`src/sfips_fifo.sv`:
```
module sfips_fifo #(
  parameter int unsigned Width = 8,
  parameter int unsigned Depth = 2
) (
  input  logic             clk_i,
  input  logic             rst_ni,
  input  logic             push_valid_i,
  output logic             push_ready_o,
  input  logic [Width-1:0] push_data_i,
  output logic             pop_valid_o,
  input  logic             pop_ready_i,
  output logic [Width-1:0] pop_data_o
);

  localparam int unsigned PtrW = (Depth > 1) ? $clog2(Depth) : 1;
  localparam int unsigned CntW = $clog2(Depth + 1);

  logic [Width-1:0] mem_q [Depth];
  logic [PtrW-1:0]  wr_ptr_q, wr_ptr_d, rd_ptr_q, rd_ptr_d;
  logic [CntW-1:0]  cnt_q, cnt_d;
  logic             push, pop;

  assign push_ready_o = (cnt_q != CntW'(Depth));
  assign pop_valid_o  = (cnt_q != '0);
  assign push         = push_valid_i && push_ready_o;
  assign pop          = pop_valid_o && pop_ready_i;
  assign pop_data_o   = mem_q[rd_ptr_q];

  always_comb begin
    wr_ptr_d = wr_ptr_q;
    rd_ptr_d = rd_ptr_q;
    cnt_d    = cnt_q;
    if (push) begin
      wr_ptr_d = (wr_ptr_q == PtrW'(Depth - 1)) ? '0 : wr_ptr_q + PtrW'(1);
    end
    if (pop) begin
      rd_ptr_d = (rd_ptr_q == PtrW'(Depth - 1)) ? '0 : rd_ptr_q + PtrW'(1);
    end
    if (push && !pop) begin
      cnt_d = cnt_q + CntW'(1);
    end else if (pop && !push) begin
      cnt_d = cnt_q - CntW'(1);
    end
  end

  always_ff @(posedge clk_i or negedge rst_ni) begin
    if (!rst_ni) begin
      wr_ptr_q <= '0;
      rd_ptr_q <= '0;
      cnt_q    <= '0;
    end else begin
      wr_ptr_q <= wr_ptr_d;
      rd_ptr_q <= rd_ptr_d;
      cnt_q    <= cnt_d;
    end
  end

  always_ff @(posedge clk_i) begin
    if (push) begin
      mem_q[wr_ptr_q] <= push_data_i;
    end
  end

endmodule

```
`config.mk`:
```
export PLATFORM = sky130hd
export DESIGN_NAME = sfips_fifo
export DESIGN_NICKNAME = d
export VERILOG_FILES = /design/src/sfips_fifo.sv
export SDC_FILE = /design/constraint.sdc
export NUM_CORES = 1
export LEC_CHECK = 0
export BUFFER_PORTS_ARGS = -buffer_cell sky130_fd_sc_hd__buf_2
export CAP_MARGIN = 10
export CORE_UTILIZATION = 41
export CTS_CLUSTER_DIAMETER = 150
export DETAILED_ROUTE_END_ITERATION = 6
export PLACE_DENSITY = 0.76
export REMOVE_ABC_BUFFERS = 1
export SLEW_MARGIN = 10
export SYNTH_ARGS = -nofsm -noshare
export SYNTH_HDL_FRONTEND = slang
export SYNTH_SLANG_ARGS = --single-unit
```
`constraint.sdc`:
```
create_clock -name clk_i -period 1.95 [get_ports clk_i]
set_clock_uncertainty 0.1 [all_clocks]
set_input_delay 0.39 -clock clk_i [delete_from_list [all_inputs] [get_ports clk_i]]
set_output_delay 0.39 -clock clk_i [all_outputs]
set_load 0.01 [all_outputs]
```
# Word level (Yosys, flattened, before mapping)
# Memories as Yosys holds them, arrays and structs flattened.
# Index checks and enable logic that the tools add are counted.
dict set report classes {
  n_addsub 4
  n_reduce_logical 8
  n_mux 6
  eq_ne 1
}
# op n
set op_table {}
lappend op_table {{1-bit logical AND} 4}
lappend op_table {{1-bit 2-to-1 mux} 4}
lappend op_table {{2-bit 2-to-1 mux} 2}
lappend op_table {{2-bit nonzero test} 2}
lappend op_table {{1-bit adder (second input constant)} 2}
lappend op_table {{2-bit by 1-bit adder with 2-bit output (second input constant)} 1}
lappend op_table {{1-bit logical NOT} 2}
lappend op_table {{2-bit != test (second input constant)} 1}
lappend op_table {{2-bit by 1-bit subtractor with 2-bit output (second input constant)} 1}
dict set report totals {
  ram_bits 16
  input_bits 12
  out_inout_bits 10
  regBits 4
  memories 1
  word_cells 23
}
# memory words word_bits read_ports rd_clocked_by_memory_dff wr line
set memory_table {}
lappend memory_table {mem_q 2 8 1 0 1 18} ;# logic [Width-1:0] mem_q [Depth];

# Logic depth before layout (Yosys ltp)
dict set report depth {
  depth_word 6
  ltp_mapped 7
  ltp_nobuf 7
}

# Least setup slack after synthesis
# No wires, ideal clock.
dict set report synth_timing {
  kind {register to register}
  startpoint {register cnt_q[0]}
  endpoint {memory mem_q[0][0] (enable)}
  stages_incl_launch_ff 4
  path_buffers 0
  required_time_ns 1.480
  setup_slack_ns 0.464
  setup_time_ns 0.370
  period_less_slack_ns 1.486
  t_arrival_ns 1.016
  path_cell_list {dfrtp_1 > nand2b_4 > nand2_1 > nor2_1}
}
dict set report synth_via {
  elab_chain_cells 4
}
# element line
set synth_rtl {}
lappend synth_rtl {{start, declared} 20} ;# logic [CntW-1:0] cnt_q, cnt_d;
lappend synth_rtl {{start signal, assigned} 54} ;# cnt_q <= cnt_d;
lappend synth_rtl {{2-bit != test} 23} ;# assign push_ready_o = (cnt_q != CntW'(Depth));
lappend synth_rtl {{via push_ready_o} 8} ;# output logic push_ready_o,
lappend synth_rtl {{1-bit logical AND} 25} ;# assign push = push_valid_i && push_ready_o;
lappend synth_rtl {{1-bit 2-to-1 mux} 59} ;# if (push) begin
lappend synth_rtl {{1-bit 2-to-1 mux (implied by the code)} 60} ;# mem_q[wr_ptr_q] <= push_data_i;
lappend synth_rtl {{end, declared} 18}
# The timed path passes the listed nets, and every way through them passes these cells.

# Final worst setup path
dict set report layout_timing {
  startpoint {register rd_ptr_q}
  endpoint {output pop_data_o[7]}
}
dict set report layout_via {
  elab_chain_cells 1
}
# element line
set layout_rtl {}
lappend layout_rtl {{start, declared} 19} ;# logic [PtrW-1:0] wr_ptr_q, wr_ptr_d, rd_ptr_q, rd_ptr_d;
lappend layout_rtl {{start signal, assigned} 53} ;# rd_ptr_q <= rd_ptr_d;
lappend layout_rtl {{memory 2 x 8 bit} n/a}
lappend layout_rtl {{end, declared} 12} ;# output logic [Width-1:0] pop_data_o
# No other way between the ends.

==> reports/qor.yml <==
synth_commonest_cells: "edfxtp_1 (16), mux2_2 (8), dfrtp_1 (4)"
die_y_um: 45.8
cp-end-kind: "primary output"
nets: 83
synthToLayoutAreaGrowth_pct: 22.4
ys.warnings.count: 0
synthesis.area_um2: 787
synth_area_leaders: "edfxtp_1 (61%), dfrtp_1 (13%), mux2_2 (11%)"
max-slew-margin-rel_pct: 74.6
min_path_cells: 1
holdWs_ns: 0.185
num_vias: 420
grt_max_degree: 12
critPathTopFamily: "flip-flops"
p_per_area_mw_per_mm2: 1400
fin_setup_tns_ns: 0
clockBufferDepth: 2
fin_area_um2: 963
ys_ff_latch: 20
synth_most_common_cell: "edfxtp_1"
worst_pin_slew_ns: 0.380
synth-edff-count: 16
cp_data_arrival_time_ns: 1.27
cts_tree: "done"
p_total_mw: 1.35
yosysSeqAreaShare_pct: 73.8
htree_levels: 1
min_period_ns: 1.76
synth_ff_type: "edfxtp_1"
wl_per_cell_um: 11.8
slew_viol_final: 0
synth-async-reset-ratio_pct: 20.0
fin_util_pct: 54.6
first_iter_violations: 2
grt_usage_pct: 12.2
cp.depth: 2
setup_viol: 0
slowest_stage: "dfrtp_2"
ir_worst_vdd_v: 0.000894
grt_pass1_vias: 414
die_w_um: 45.8
final_hold_viol_count: 0
cap_viol_max_count: 0
drive_gt1_share_pct: 53.6
start_util_pct: 44.6
gp_congestion: 0.631
path_max_fanout: 9
clkTransAtPathRegs_ns: 0.10
max_stage_delay_ns: 0.49
antenna_found_initial: 0
required_ns: 1.46
critical_path.cell_chain: "mux2_2 > buf_2"
fmax_ghz: 0.568
postPlaceCellArea_um2: 926
grt_pass1_wl_um: 1680
cp_num_buf_inv: 1
portBuffers: 21
cts-root-buf: "clkbuf_4"
fp-row-count: 15
drt_pass1_iterations: 2
wirelength_um: 1110
cts-buffers-inserted: 3
start_kind: "flop"
die-area_mm2: 0.00210
run_status: "finished, final reports clean"
drc: 0
synth_top_area_cell: "edfxtp_1"
cts.sinks: 20
post-route-period-util_pct: 90.3
syn_inst: 43
avgSynthCellArea_um2: 18.3
n_antenna_cell: 0
overflow: 0
hold_path.class: "input pin to flop"
dp_hpwl_um: 820
clkLatencyLatePin_ns: 0.28
ios: 22
crit_type: "flop to primary output"
avgViaCountPerCell: 4.47
yosysUniqueCellTypes: 14
core_mm2: 0.00176
yosysTopAreaCellShare_pct: 61.0
worstRegToRegCells: 4
rsz0062_at_grt: "false"
p_leak_nw: 0.392
antenna_left: 0
## cells by family (layout without fill, tap and decap cells)
kind of cell               after synthesis  in the layout  share of synthesized area, %
xor gates and xnor gates                 5              5                          5.57
and+or+nand+nor                          7              7                          6.52
adders and majority gates                1              1                          1.59
DFF                                     20             20                          73.8
muxes                                    8              8                          11.4
buffers and inverters                    2             28                          1.11
## flip-flops by register name (all words and copies together) (netlist names)
register  flops
mem_q        16
cnt_q         2
wr_ptr_q      1
rd_ptr_q      1
## layer usage
layer	vias up	part of all wire [%]	global-route usage [%]	wire length, um
li1	208	-	-	-
met1	198	39	13.2	437
met2	12	56	22.0	618
met3	2	3.8	2.38	42
met4	0	1.1	7.06	12
met5	-	0	0	0
## final cells by class
class | count | area [um^2]
Timing Repair Buffer | 23 | 123
Sequential cell | 20 | 582
Clock buffer | 4 | 26.3
Inverter | 1 | 3.75
Fill cell | 167 | 801
Tap cell | 25 | 31.3
Multi-Input combinational cell | 21 | 198
## cell usage in the layout, fill, tap and decap left out
cell type	count
nand2b_4	1
nand2_4	1
and3_1	1
inv_1	1
nor2_1	2
buf_4	1
edfxtp_1	16
mux2_2	8
buf_2	21
xor2_1	2
dfrtp_1	3
dlygate4sd3_1	1
ha_1	1
xnor2_1	3
clkbuf_4	3
dfrtp_2	1
or2_4	1
clkbuf_1	1
nand2_1	1
## power by group
| part | internal (mW) | total (mW) | switching, mW |
|---|---|---|---|
| sequential | 0.599 | 0.690 | 0.0907 |
| clock | 0.0793 | 0.187 | 0.108 |
| combinational | 0.260 | 0.472 | 0.212 |
## path summary, 6_finish.rpt
path                                      from            end  slack, ns
worst max-delay path                  rd_ptr_q  pop_data_o[7]       0.19
worst min-delay path            push_data_i[5]    mem_q[0][5]       0.19
worst max register to register        cnt_q[0]    mem_q[0][2]       0.43
worst min register to register        wr_ptr_q       wr_ptr_q       0.41
max in group asynchronous               rst_ni       rd_ptr_q       1.26
min in group asynchronous               rst_ni       wr_ptr_q       0.36
## through the flow
step                      instances  worst slack (ns)
after CTS                        94            0.0626
final                            94             0.188
after global placement           89             0.380
after detailed placement         89             0.392
after floorplan                  42             0.464
after global routing             94             0.117
## repair_timing
action / 4_1_cts / 5_1_grt
setup endpoints to repair: 0 / 3
setup buffers: 0 / 0
resized for setup: 0 / 1
hold buffers: 1 / 0
endpoints found under the hold margin: 4 / 0
Power figures use the tool's default switching activity.
