**config.mk**
```make
export PLATFORM = sky130hd
export DESIGN_NAME = sfips_front
export DESIGN_NICKNAME = d
export VERILOG_FILES = /design/src/sfips_pkg.sv /design/src/sfips_front.sv
export SDC_FILE = /design/constraint.sdc
export NUM_CORES = 1
export LEC_CHECK = 0
export ABC_AREA = 1
export ABC_CLOCK_PERIOD_IN_PS = 10500
export BUFFER_PORTS_ARGS = -buffer_cell sky130_fd_sc_hd__buf_2
export CAP_MARGIN = 5
export CORE_MARGIN = 2
export CORE_UTILIZATION = 45
export CTS_CLUSTER_SIZE = 12
export DETAILED_ROUTE_END_ITERATION = 10
export GPL_TIMING_DRIVEN = 0
export PLACE_DENSITY = 0.71
export SLEW_MARGIN = 20
export SYNTH_ARGS = -nofsm -noshare
export SYNTH_HDL_FRONTEND = slang
export SYNTH_SLANG_ARGS = --single-unit
```
**constraint.sdc**
```tcl
create_clock -name clk_i -period 10.5 [get_ports clk_i]
set_input_delay 2.1 -clock clk_i [delete_from_list [all_inputs] [get_ports clk_i]]
set_output_delay 2.1 -clock clk_i [all_outputs]
set_load 0.005 [all_outputs]
```
**src/sfips_pkg.sv**
```systemverilog
package sfips_pkg;

  localparam int unsigned MAX_BASIS_DEF = 16;
  localparam int unsigned IDX_W         = 6;
  localparam int unsigned BASIS_W       = 5;
  localparam int unsigned VALUE_W       = 64;
  localparam int unsigned FIFO_DEPTH    = 2;

  localparam logic [BASIS_W-1:0] BASIS_RESET = 5'd16;

  localparam logic FUNC_READ  = 1'b0;
  localparam logic FUNC_WRITE = 1'b1;

  typedef struct packed {
    logic wr;
    logic err;
  } op_t;

  localparam int unsigned OP_W = $bits(op_t);

endpackage

```
**src/sfips_front.sv**
```systemverilog
module sfips_front
  import sfips_pkg::*;
#(
  parameter int unsigned MaxBasis = MAX_BASIS_DEF
) (
  input  logic               clk_i,
  input  logic               rst_ni,
  input  logic               hold_i,
  input  logic               cfg_valid_i,
  input  logic [BASIS_W-1:0] cfg_data_i,
  input  logic               in_valid_i,
  output logic               in_ready_o,
  input  logic               func_i,
  input  logic [IDX_W-1:0]   index_a_i,
  input  logic [IDX_W-1:0]   index_b_i,
  input  logic [IDX_W-1:0]   index_c_i,
  input  logic [IDX_W-1:0]   index_d_i,
  input  logic [VALUE_W-1:0] write_value_i,
  output logic               q_valid_o,
  input  logic               q_ready_i,
  output op_t                q_op_o,
  output logic [$clog2((MaxBasis*(MaxBasis+1)/2)*((MaxBasis*(MaxBasis+1)/2)+1)/2)-1:0]
                             q_addr_o,
  output logic [VALUE_W-1:0] q_wdata_o
);

  localparam int unsigned PairCount  = MaxBasis * (MaxBasis + 1) / 2;
  localparam int unsigned EntryCount = PairCount * (PairCount + 1) / 2;
  localparam int unsigned PairW      = $clog2(PairCount);
  localparam int unsigned AddrW      = $clog2(EntryCount);
  localparam int unsigned LimW       = IDX_W + 1;
  localparam int unsigned Prod1W     = 2 * IDX_W + 1;
  localparam int unsigned Prod2W     = 2 * PairW + 1;

  function automatic logic [Prod1W-2:0] fold_idx(input logic [IDX_W-1:0] x,
                                                 input logic [IDX_W-1:0] y);
    logic [IDX_W-1:0]  hi;
    logic [IDX_W-1:0]  lo;
    logic [Prod1W-1:0] prod;
    hi   = (x > y) ? x : y;
    lo   = (x > y) ? y : x;
    prod = Prod1W'(hi) * (Prod1W'(hi) + Prod1W'(1));
    return prod[Prod1W-1:1] + (Prod1W-1)'(lo);
  endfunction

  function automatic logic [Prod2W-2:0] fold_pair(input logic [PairW-1:0] x,
                                                  input logic [PairW-1:0] y);
    logic [PairW-1:0]  hi;
    logic [PairW-1:0]  lo;
    logic [Prod2W-1:0] prod;
    hi   = (x > y) ? x : y;
    lo   = (x > y) ? y : x;
    prod = Prod2W'(hi) * (Prod2W'(hi) + Prod2W'(1));
    return prod[Prod2W-1:1] + (Prod2W-1)'(lo);
  endfunction

  logic [BASIS_W-1:0] basis_q;
  logic [LimW-1:0]    limit;
  logic               in_err;
  logic               accept, s1_rdy, s2_rdy;
  logic [Prod1W-2:0]  ab_full, cd_full;
  logic [Prod2W-2:0]  addr_full;

  logic               s1_v_q, s1_v_d;
  op_t                s1_op_q;
  logic [PairW-1:0]   s1_ab_q, s1_cd_q;
  logic [VALUE_W-1:0] s1_wdata_q;

  logic               s2_v_q, s2_v_d;
  op_t                s2_op_q;
  logic [AddrW-1:0]   s2_addr_q;
  logic [VALUE_W-1:0] s2_wdata_q;

  // basis_count above MaxBasis acts as MaxBasis
  assign limit = (LimW'(basis_q) > LimW'(MaxBasis)) ? LimW'(MaxBasis) : LimW'(basis_q);
  assign in_err = (LimW'(index_a_i) >= limit) || (LimW'(index_b_i) >= limit) ||
                  (LimW'(index_c_i) >= limit) || (LimW'(index_d_i) >= limit);

  assign ab_full   = fold_idx(index_a_i, index_b_i);
  assign cd_full   = fold_idx(index_c_i, index_d_i);
  assign addr_full = fold_pair(s1_ab_q, s1_cd_q);

  assign s2_rdy     = !s2_v_q || q_ready_i;
  assign s1_rdy     = !s1_v_q || s2_rdy;
  assign in_ready_o = s1_rdy && !hold_i;
  assign accept     = in_valid_i && in_ready_o;

  always_comb begin
    s1_v_d = s1_v_q;
    s2_v_d = s2_v_q;
    if (s1_rdy) begin
      s1_v_d = accept;
    end
    if (s2_rdy) begin
      s2_v_d = s1_v_q;
    end
  end

  always_ff @(posedge clk_i or negedge rst_ni) begin
    if (!rst_ni) begin
      basis_q <= BASIS_RESET;
      s1_v_q  <= 1'b0;
      s2_v_q  <= 1'b0;
    end else begin
      if (cfg_valid_i) begin
        basis_q <= cfg_data_i;
      end
      s1_v_q <= s1_v_d;
      s2_v_q <= s2_v_d;
    end
  end

  always_ff @(posedge clk_i) begin
    if (accept) begin
      s1_op_q.wr  <= (func_i == FUNC_WRITE);
      s1_op_q.err <= in_err;
      s1_ab_q     <= ab_full[PairW-1:0];
      s1_cd_q     <= cd_full[PairW-1:0];
      s1_wdata_q  <= write_value_i;
    end
    if (s1_v_q && s2_rdy) begin
      s2_op_q    <= s1_op_q;
      s2_addr_q  <= addr_full[AddrW-1:0];
      s2_wdata_q <= s1_wdata_q;
    end
  end

  assign q_valid_o = s2_v_q;
  assign q_op_o    = s2_op_q;
  assign q_addr_o  = s2_addr_q;
  assign q_wdata_o = s2_wdata_q;

endmodule

```
# Yosys cells after proc, flatten, opt, wreduce, memory -nomap -nowiden
# Index checks and enable logic that the tools add are counted.
# totals
output_inout_bits	82
reg_bits	169
wordCells	47
# op_classes
n_mux	7
n_reduce_logical	11
n_addsub	6
n_lt_le_gt_ge	8
mul	3
# ops
operator	count
greater-or-equal comparator 6 x 5 -> 1 bit	4
two-way mux 6 bit	4
multiplier 6 x 7 -> 9 bit	2
adder 8 x 6 -> 8 bit	2
two-way mux 8 bit	2
multiplier 8 x 9 -> 15 bit	1
adder 14 x 8 -> 14 bit	1
adder 6 x 1 -> 7 bit, second input constant	2
greater-than comparator 6 bit	2
adder 8 x 1 -> 9 bit, second input constant	1
greater-than comparator 8 bit	1
greater-than comparator 5 bit, second input constant	1
logical OR 1 bit	5
two-way mux 5 bit	1
logical AND 1 bit	3
logical NOT 1 bit	3

# Logic depth before layout (Yosys ltp)
# Gate-level depths: netlist (run 1).
# logic_depth
word_depth	6
depth_mapped	44
mapped_depth_nobuf	43

# Worst setup path before layout (run 1)
# No wires, ideal clock.
# synth_timing
path_type	input to register
from	input port index_d_i[5]
to	register s1_cd_q[7] (data pin)
cell_stages	35
setup_ps	249
required_time_ps	10251
path_slack_ps	2806
arrival_time_ps	7445
path_cell_list	inv_1 -> ha_1 -> nand2_1 -> inv_2 -> nand3_1 -> nand3b_1 -> nand2_2 -> buf_4 -> nand2_1 -> o21ai_1 -> buf_2 -> ha_1 -> inv_1 -> ha_1 -> inv_1 -> nand2_1 -> fa_1 -> fa_1 -> fa_1 -> inv_1 -> ha_1 -> xnor2_1 -> ha_1 -> a21oi_1 -> nand3_1 -> a21o_1 -> nand2_1 -> xor2_1 -> inv_1 -> nand3_1 -> nand2_1 -> nand2_1 -> nand3_1 -> nand2_1 -> inv_1
# synth_between
elab_chain_len	5
elab_cells_between_ends	6
cone_classes	2 x add/sub; 1 x mul; 1 x order compare; 2 x mux
# synth_lines
element	line	rtl
from (decl)	sfips_front.sv:17	input logic [IDX_W-1:0] index_d_i,
greater-than comparator 6 bit	sfips_front.sv:40, sfips_front.sv:41	
two-way mux 6 bit	sfips_front.sv:40	hi = (x > y) ? x : y;
adder 6 x 1 -> 7 bit	sfips_front.sv:42	prod = Prod1W'(hi) * (Prod1W'(hi) + Prod1W'(1));
multiplier 6 x 7 -> 9 bit	sfips_front.sv:42	
adder 8 x 6 -> 8 bit *	sfips_front.sv:43	return prod[Prod1W-1:1] + (Prod1W-1)'(lo);
net cd_full[7]	sfips_front.sv:61	logic [Prod1W-2:0] ab_full, cd_full;
to (signal assigned)	sfips_front.sv:118	s1_cd_q <= cd_full[PairW-1:0];
to (decl)	sfips_front.sv:66	logic [PairW-1:0] s1_ab_q, s1_cd_q;
# The timed path passes the listed nets; every way through them passes the cells marked *.
# A chain may end at the register's enable or synchronous reset.

# Final worst setup path (run 1)
# Same ends and word-level chain as after synthesis.

==> flow_summary.json, run 1 <==
{
  "netlist_area_mm2": 0.01180,
  "drc": 0,
  "min-delay-path-class": "reg2reg",
  "overflow": 0,
  "dp_cells": 1646,
  "grt_pass1_vias": 8244,
  "synthAdderAreaFrac": 0.2662,
  "cp-end-kind": "register",
  "viasPerCell": 4.874,
  "min_period_ns": 8.079,
  "utilization": 0.5385,
  "htreeDepth": 4,
  "synth-compound-area-share": 0.05781,
  "synthArstFlopShare": 0.04142,
  "place_ws_ns": 2.033,
  "post_drt_wl_per_cell_um": 13.67,
  "drive_above_1_share": 0.2100,
  "numCtsBuffers": 17,
  "io_pins": 182,
  "cts_tree": "done",
  "rsz0062_at_grt": "false",
  "final_max_slew_viol_count": 0,
  "min_from": "s1_wdata_q[59]",
  "wl_met1_um": 10470,
  "synth_top_family_by_area": "adder cells",
  "path_class": "in2reg",
  "routed_wirelength_um": 22930,
  "max_freq_mhz": 123.8,
  "cp.buffers_inverters": 11,
  "cap_viol_max_count": 0,
  "postSynthCellCount": 1124,
  "synth_xor_area_frac": 0.03267,
  "finClkSkew_ns": 0.01162,
  "yosys.area_share.simple": 0.1342,
  "drt-initial-drc-count": 473,
  "cp-startpoint": "index_d_i[5]",
  "clock_latency_ns": 0.43,
  "cp_data_arrival_time_ns": 8.27,
  "cts_resized": 0,
  "crit_slowest_cell": "fa_1",
  "core-area_mm2": 0.02591,
  "grt_max_degree": 31,
  "synth_edf_count": 162,
  "final_cells": 1678,
  "rows": 59,
  "setup_viol": 0,
  "run_status": "finished clean",
  "port_buffers": 180,
  "grt_pass1_wl_um": 38920,
  "setup.worst_path.start_class": "input pin",
  "yosysWarnings": 0,
  "mostFrequentLayoutCells": "227 x inv_1, 182 x nand2_1, 182 x buf_2",
  "postCtsSetupBuffers": 0,
  "grt_antenna_before_repair": 0,
  "wl_met2_um": 11360,
  "hold_viol": 0,
  "crit_family": "adder cells",
  "syn2layout_area_growth_pct": 18.28,
  "postSynthAreaPerCell_um2": 10.49,
  "die-area_mm2": 0.02752,
  "top_layer": "met4",
  "period_share": 0.7694,
  "ys.flop_type": "edfxtp_1",
  "clk_pin_slew_worst_paths_ns": 0.08,
  "route.met3.wl_um": 828,
  "cts-hold-fix-buffers": 0,
  "rr_startpoint": "s1_cd_q[7]",
  "cts.sinks": 169,
  "synth_mux_area_frac": 0.002864,
  "synthDistinctLibCells": 46,
  "cp_data_required_time_ns": 10.69,
  "place_congestion": 0.9017,
  "antenna_left": 0,
  "clk_path_buf_depth": 2,
  "synth_seq_cells": 169,
  "synth_nets": 1430,
  "crit_top_cell": "nand2_1",
  "final_common_cell": "inv_1",
  "vias": 8178,
  "worst_pin_slew_ns": 0.4967,
  "die_h_um": 165.9,
  "die_w_um": 165.9,
  "finalSetupTns_ns": 0,
  "worst_path_largest_cell_delay_ns": 0.54,
  "dpl.hpwl_um": 18520,
  "seq_area_frac_synth": 0.4273,
  "dr.pass1.iters": 7,
  "path_max_fanout": 11,
  "nets": 1636,
  "start_util": 0.4553,
  "diodes": 0,
  "finalWorstSetupSlack_ns": 2.421,
  "grt.total_usage": 0.1731,
  "root_buffer": "clkbuf_16",
  "slew_headroom": 0.6666
}
-- final timing paths --
kind,endpoint,slack (ns),cells after the start
max,s1_cd_q[7],2.42,38
min,q_wdata_o[59],0.41,0
max reg2reg,q_addr_o[13],2.70,38
min reg2reg,q_wdata_o[59],0.41,0
max in group asynchronous,basis_q[4],8.78,1
min in group asynchronous,q_valid_o,1.49,1
-- routing by layer --
metal,vias to the layer above,global-route usage
met5,-,0
met4,0,0.04877
met3,23,0.02741
met2,191,0.3011
met1,3904,0.2251
li1,4060,-
-- worst reg2reg max path, delay by kind of cell, from the launching register on --
kind | cells | cell delay [ns]
AO/OA/AOI/OAI | 3 | 0.58
adder cells (fa/ha/maj) | 9 | 3.61
flip-flops | 1 | 0.40
AND/OR/NAND/NOR | 17 | 2.08
buffers and inverters | 9 | 0.91
-- cell usage after synthesis, types with 3 or more instances --
master    number  area share
inv_1        227       0.072
nand2_1      182       0.058
edfxtp_1     162        0.41
ha_1         131        0.14
nor2_1        80       0.025
fa_1          75        0.13
nand3_1       38       0.016
o21ai_0       36       0.015
a21oi_1       34       0.014
xor2_1        30       0.022
xnor2_1       14       0.010
nand2_2       11      0.0058
o21a_1         8      0.0051
nand2_4        7      0.0067
o21ai_1        7      0.0030
dfrtp_1        6       0.013
nand4_1        6      0.0032
nor2_2         6      0.0032
or2_2          6      0.0032
inv_2          5      0.0016
o21ai_2        5      0.0037
a21boi_0       4      0.0025
a21o_1         4      0.0025
clkbuf_1       4      0.0013
nand3b_1       4      0.0025
o21ai_4        4      0.0055
mux2_2         3      0.0029
-- area by class of cell --
cell class	count	area, um2
Fill cell	2258	11960
Multi-Input combinational cell	713	5843
Sequential cell	169	5041
Timing Repair Buffer	187	1079
Inverter	234	878.3
Clock buffer	17	425.4
Tap cell	335	419.2
Clock inverter	15	214.0
Buffer	8	52.55
-- cell families after synthesis --
group                      Yosys count
and+or+nand+nor                    351
buffers and inverters              242
adders and majority gates          206
DFF                                169
AOI/OAI and AO/OA                  109
xor gates and xnor gates            44
muxes                                3
-- state kept, by name (all words and copies together), names as in the netlist --
signal and count:
basis_q 5, q_addr_o 14, q_op_o 2, q_valid_o 1, q_wdata_o 64, s1_ab_q 8
s1_cd_q 8, s1_op_q 2, s1_v_q 1, s1_wdata_q 64
-- per-stage QoR --
| stage | hold WS [ns] | area [um2] |
|---|---|---|
| 2_1_floorplan | 0.4003 | 11800 |
| 3_3_place_gp | 0.4003 | 13120 |
| 3_5_place_dp | 0.4045 | 13310 |
| 4_1_cts | 0.4156 | 13950 |
| 5_1_grt | 0.4153 | 13950 |
| 6_report | 0.4097 | 13950 |
Power of run 1 is left out: the tool's default activity adds up to more than one toggle a clock period on the data nets, which glitch-free logic cannot reach.
==> inputs of run 2 (changes only) <==
- ABC_CLOCK_PERIOD_IN_PS: 10500 -> 6600
- PLACE_DENSITY: 0.71 -> 0.73
- clock period: 10.5 -> 6.6 ns (I/O delays scaled with it)
==> flow_summary.json, run 2 (synthesis results as in run 1) <==
{
  "slew_headroom": 0.5712,
  "start_util": 0.4553,
  "rsz0062_at_grt": "true",
  "clock_latency_ns": 0.43,
  "hold_end": "q_wdata_o[41]",
  "root_buffer": "clkbuf_16",
  "drive_above_1_share": 0.3585,
  "grt_pass1_vias": 8589,
  "rows": 59,
  "setup.worst_path.start_class": "input pin",
  "place_congestion": 0.9020,
  "finClkSkew_ns": 0.01357,
  "overflow": 0,
  "antenna_left": 0,
  "crit_slowest_cell": "fa_2",
  "r2r-end": "q_addr_o[13]",
  "cp-end-kind": "register",
  "setup_viol": 0,
  "period_share": 0.9909,
  "drc": 0,
  "hold_viol": 0,
  "grt_max_degree": 27,
  "port_buffers": 180,
  "grt.total_usage": 0.1801,
  "htreeDepth": 4,
  "cts_tree": "done",
  "hold_path_depth": 0,
  "viasPerCell": 4.967,
  "grt_pass1_wl_um": 40610,
  "syn2layout_area_growth_pct": 31.36,
  "post_drt_wl_per_cell_um": 14.86,
  "dpl.hpwl_um": 19020,
  "diodes": 0,
  "cp_data_arrival_time_ns": 6.73,
  "reg2regPathDepth": 39,
  "drt-initial-drc-count": 512,
  "die-area_mm2": 0.02752,
  "core-area_mm2": 0.02591,
  "path_class": "in2reg",
  "die_h_um": 165.9,
  "min_from": "s1_wdata_q[41]",
  "cp_data_required_time_ns": 6.79,
  "max_freq_mhz": 152.9,
  "clk_path_buf_depth": 2,
  "run_status": "finished clean",
  "vias": 8648,
  "worst_pin_slew_ns": 0.6417,
  "min-delay-path-class": "reg2reg",
  "path_max_fanout": 5,
  "rr_startpoint": "s1_cd_q[7]",
  "crit_top_cell": "nand2_1",
  "final_common_cell": "inv_1",
  "design_area_mm2": 0.01550,
  "numCtsBuffers": 17,
  "clk_pin_slew_worst_paths_ns": 0.08,
  "min_period_ns": 6.540,
  "final_max_slew_viol_count": 0,
  "placed_cell_area_mm2": 0.01361,
  "nets": 1699,
  "num-fill-cells": 2061,
  "dr.pass1.iters": 5,
  "routed_wirelength_um": 25870,
  "r2r_slack_ns": 0.07,
  "mostFrequentLayoutCells": "188 x inv_1, 171 x buf_2, 162 x edfxtp_1",
  "grt_antenna_before_repair": 0,
  "io_pins": 182,
  "die_w_um": 165.9,
  "cts.sinks": 169,
  "cap_viol_max_count": 0,
  "cts-hold-fix-buffers": 0,
  "worst_path_largest_cell_delay_ns": 0.54
}
## run 2: cell count changes in the layout (fill, tap and decap cells not counted), moves of 8 or more
cell | previous run | this run
a21oi_2 | 0 | 9
ha_4 | 0 | 40
ha_1 | 131 | 89
buf_4 | 1 | 62
a21oi_1 | 33 | 23
inv_2 | 5 | 37
buf_6 | 0 | 8
inv_1 | 227 | 188
nand2_1 | 182 | 156
nand2_2 | 11 | 30
buf_2 | 182 | 171
nand3_1 | 38 | 27
nor2_1 | 79 | 67
## run 2: per-stage QoR
stage               instances  hold WS (ns)  setup TNS [ns]  utilization  setup WS, ns
floorplan                1124        0.4003        -0.08942            -      -0.05675
global placement         1639        0.4003         -152.64       0.5173        -1.020
detailed placement       1646        0.4045          -3.976       0.5254       -0.7172
CTS                      1709        0.4148        -0.01988       0.5670      -0.01988
global route             1741        0.4191         -0.7636       0.5980       -0.2608
finish                   1741        0.4153               0       0.5980       0.05998
## run 2: critical path, delay by kind of cell
family / cells / cell delay, ns
AOI/OAI and AO/OA: 3 / 0.46
xor gates and xnor gates: 1 / 0.16
adders and majority gates: 8 / 2.79
buffers and inverters: 12 / 0.86
and+or+nand+nor: 15 / 1.13
## run 2: routing by layer
layer	GRT usage	share of wire	vias to the layer above
li1	-	-	4183
met5	0	0	-
met1	0.2302	0.42	4165
met2	0.3116	0.51	261
met4	0.05520	0.020	0
met3	0.03408	0.046	39
## run 2: area by class of cell
type	count	area [um2]	area share
Clock inverter	15	203.9	0.01316
Clock buffer	17	425.4	0.02745
Multi-Input combinational cell	713	6777	0.4373
Inverter	234	905.9	0.05846
Sequential cell	169	5041	0.3253
Timing Repair Buffer	250	1648	0.1063
Buffer	8	76.32	0.004925
Tap cell	335	419.2	0.02705
## run 2: how the worst max path moves through the flow
stage,cells past startpoint,start,slack [ns],to
2_1_floorplan,35,index_d_i[5],-0.06,s1_cd_q[7]
3_3_place_gp,3,q_ready_i,-1.02,q_addr_o[13]
3_5_place_dp,37,index_d_i[5],-0.72,s1_cd_q[7]
4_1_cts,36,s1_cd_q[7],-0.02,q_addr_o[13]
5_1_grt,38,s1_ab_q[7],-0.26,q_addr_o[13]
6_report,39,index_d_i[5],0.06,s1_cd_q[7]
## run 2: repair_timing
item,4_1_cts,5_1_grt
pin swaps,22,113
gates resized for setup,36,147
setup endpoints to repair,9,10
setup buffers,30,32
cloned,1,0
hold endpoints to repair,0,0
Power of run 2 is left out for the same reason.
==> inputs of run 3 (changes only) <==
- ABC_CLOCK_PERIOD_IN_PS: 6600 -> 6510
- PLACE_DENSITY: 0.73 -> 0.71
- clock period: 6.6 -> 6.51 ns (I/O delays scaled with it)
==> flow_summary.json, run 3 (synthesis results as in run 1) <==
{
  "final_max_slew_viol_count": 0,
  "grt_pass1_vias": 8447,
  "post_drt_wl_per_cell_um": 14.62,
  "drt-initial-drc-count": 508,
  "cp_data_arrival_time_ns": 6.80,
  "die-area_mm2": 0.02752,
  "final_common_cell": "inv_1",
  "crit_top_cell": "nand2_2",
  "min_period_ns": 6.613,
  "htreeDepth": 4,
  "drive_above_1_share": 0.3747,
  "finClkSkew_ns": 0.01157,
  "syn2layout_area_growth_pct": 33.09,
  "vias": 8556,
  "run_status": "complete, but fails checks",
  "grt.total_usage": 0.1803,
  "worst_path_largest_cell_delay_ns": 0.56,
  "worst_pin_slew_ns": 0.5601,
  "cap_viol_max_count": 0,
  "crit_slowest_cell": "fa_1",
  "io_pins": 182,
  "clock_latency_ns": 0.42,
  "setup.worst_path.start_class": "input pin",
  "path_class": "in2reg",
  "nets": 1718,
  "viasPerCell": 4.859,
  "die_h_um": 165.9,
  "grt_max_degree": 29,
  "slew_headroom": 0.6241,
  "cp_data_required_time_ns": 6.70,
  "cts.sinks": 169,
  "max_freq_mhz": 151.2,
  "core-area_mm2": 0.02591,
  "overflow": 0,
  "die_w_um": 165.9,
  "dpl.hpwl_um": 19300,
  "numCtsBuffers": 17,
  "place_congestion": 0.9033,
  "clk_pin_slew_worst_paths_ns": 0.08,
  "port_buffers": 180,
  "place_ws_ns": -0.8527,
  "period_share": 1.016,
  "start_util": 0.4553,
  "antenna_left": 0,
  "hold_viol": 0,
  "root_buffer": "clkbuf_16",
  "setup_viol": 1,
  "finalWorstSetupSlack_ns": -0.1031,
  "min-delay-path-class": "reg2reg",
  "grt_pass1_wl_um": 40590,
  "mostFrequentLayoutCells": "186 x inv_1, 170 x buf_2, 162 x edfxtp_1",
  "cp-end-kind": "register",
  "clk_path_buf_depth": 2,
  "rows": 59,
  "dr.pass1.iters": 5,
  "num-fill-cells": 2050,
  "violations": "negative setup slack",
  "path_max_fanout": 7,
  "routed_wirelength_um": 25740,
  "grt_antenna_before_repair": 1,
  "cts-hold-fix-buffers": 0,
  "rsz0062_at_grt": "true",
  "drc": 0,
  "cts_tree": "done"
}
## run 3: routing by layer
metal	vias to the layer above	part of all wire	global-route usage
met2	198	0.51	0.3123
li1	4220	-	-
met3	33	0.040	0.03265
met4	0	0.016	0.04461
met5	-	0	0
met1	4105	0.43	0.2356
## run 3: critical path, delay by kind of cell
kind,cells,cell delay [ns]
xor+xnor,2,0.32
simple gates,14,1.24
compound gates,5,0.67
fa+ha+maj,7,2.56
buf+inv,8,0.67
## run 3: cell type report
type	instances	area, um2	share of cell area
multi-input combinational	713	6832	0.4351
sequential	169	5041	0.3211
timing repair buffer	269	1782	0.1135
inverter	234	908.4	0.05786
clock buffer	17	425.4	0.02710
tap	335	419.2	0.02670
clock inverter	15	214.0	0.01363
buffer	8	76.32	0.004861
antenna	1	2.502	0.0001594
## run 3: worst paths after layout
check	startpoint	to	slack [ns]	depth (start not counted)
setup / recovery	index_c_i[3]	s1_cd_q[7]	-0.10	36
hold / removal	s1_wdata_q[22]	q_wdata_o[22]	0.41	0
setup reg to reg	s1_cd_q[6]	q_addr_o[13]	0.03	35
hold reg to reg	s1_wdata_q[22]	q_wdata_o[22]	0.41	0
max in group asynchronous	rst_ni	basis_q[4]	5.59	1
min in group asynchronous	rst_ni	basis_q[1]	0.69	1
## run 3: through the flow
| step | TNS [ns] | instances | cell area (um2) | hold slack, ns | utilization |
|---|---|---|---|---|---|
| detailed placement | -4.784 | 1646 | 13660 | 0.4045 | 0.5273 |
| finish | -0.1031 | 1761 | 15700 | 0.4131 | 0.6059 |
| floorplan | -0.2514 | 1124 | 12160 | 0.4003 | - |
| global placement | -170.27 | 1639 | 13480 | 0.4002 | 0.5202 |
| CTS | -0.05768 | 1718 | 14830 | 0.4141 | 0.5724 |
| global route | -1.282 | 1761 | 15700 | 0.4196 | 0.6059 |
## run 3: repair_timing
item	CTS	global route
endpoints found under the setup margin	9	9
setup buffers	40	42
pin swaps	32	106
gates resized for setup	43	145
Power of run 3 is left out for the same reason.
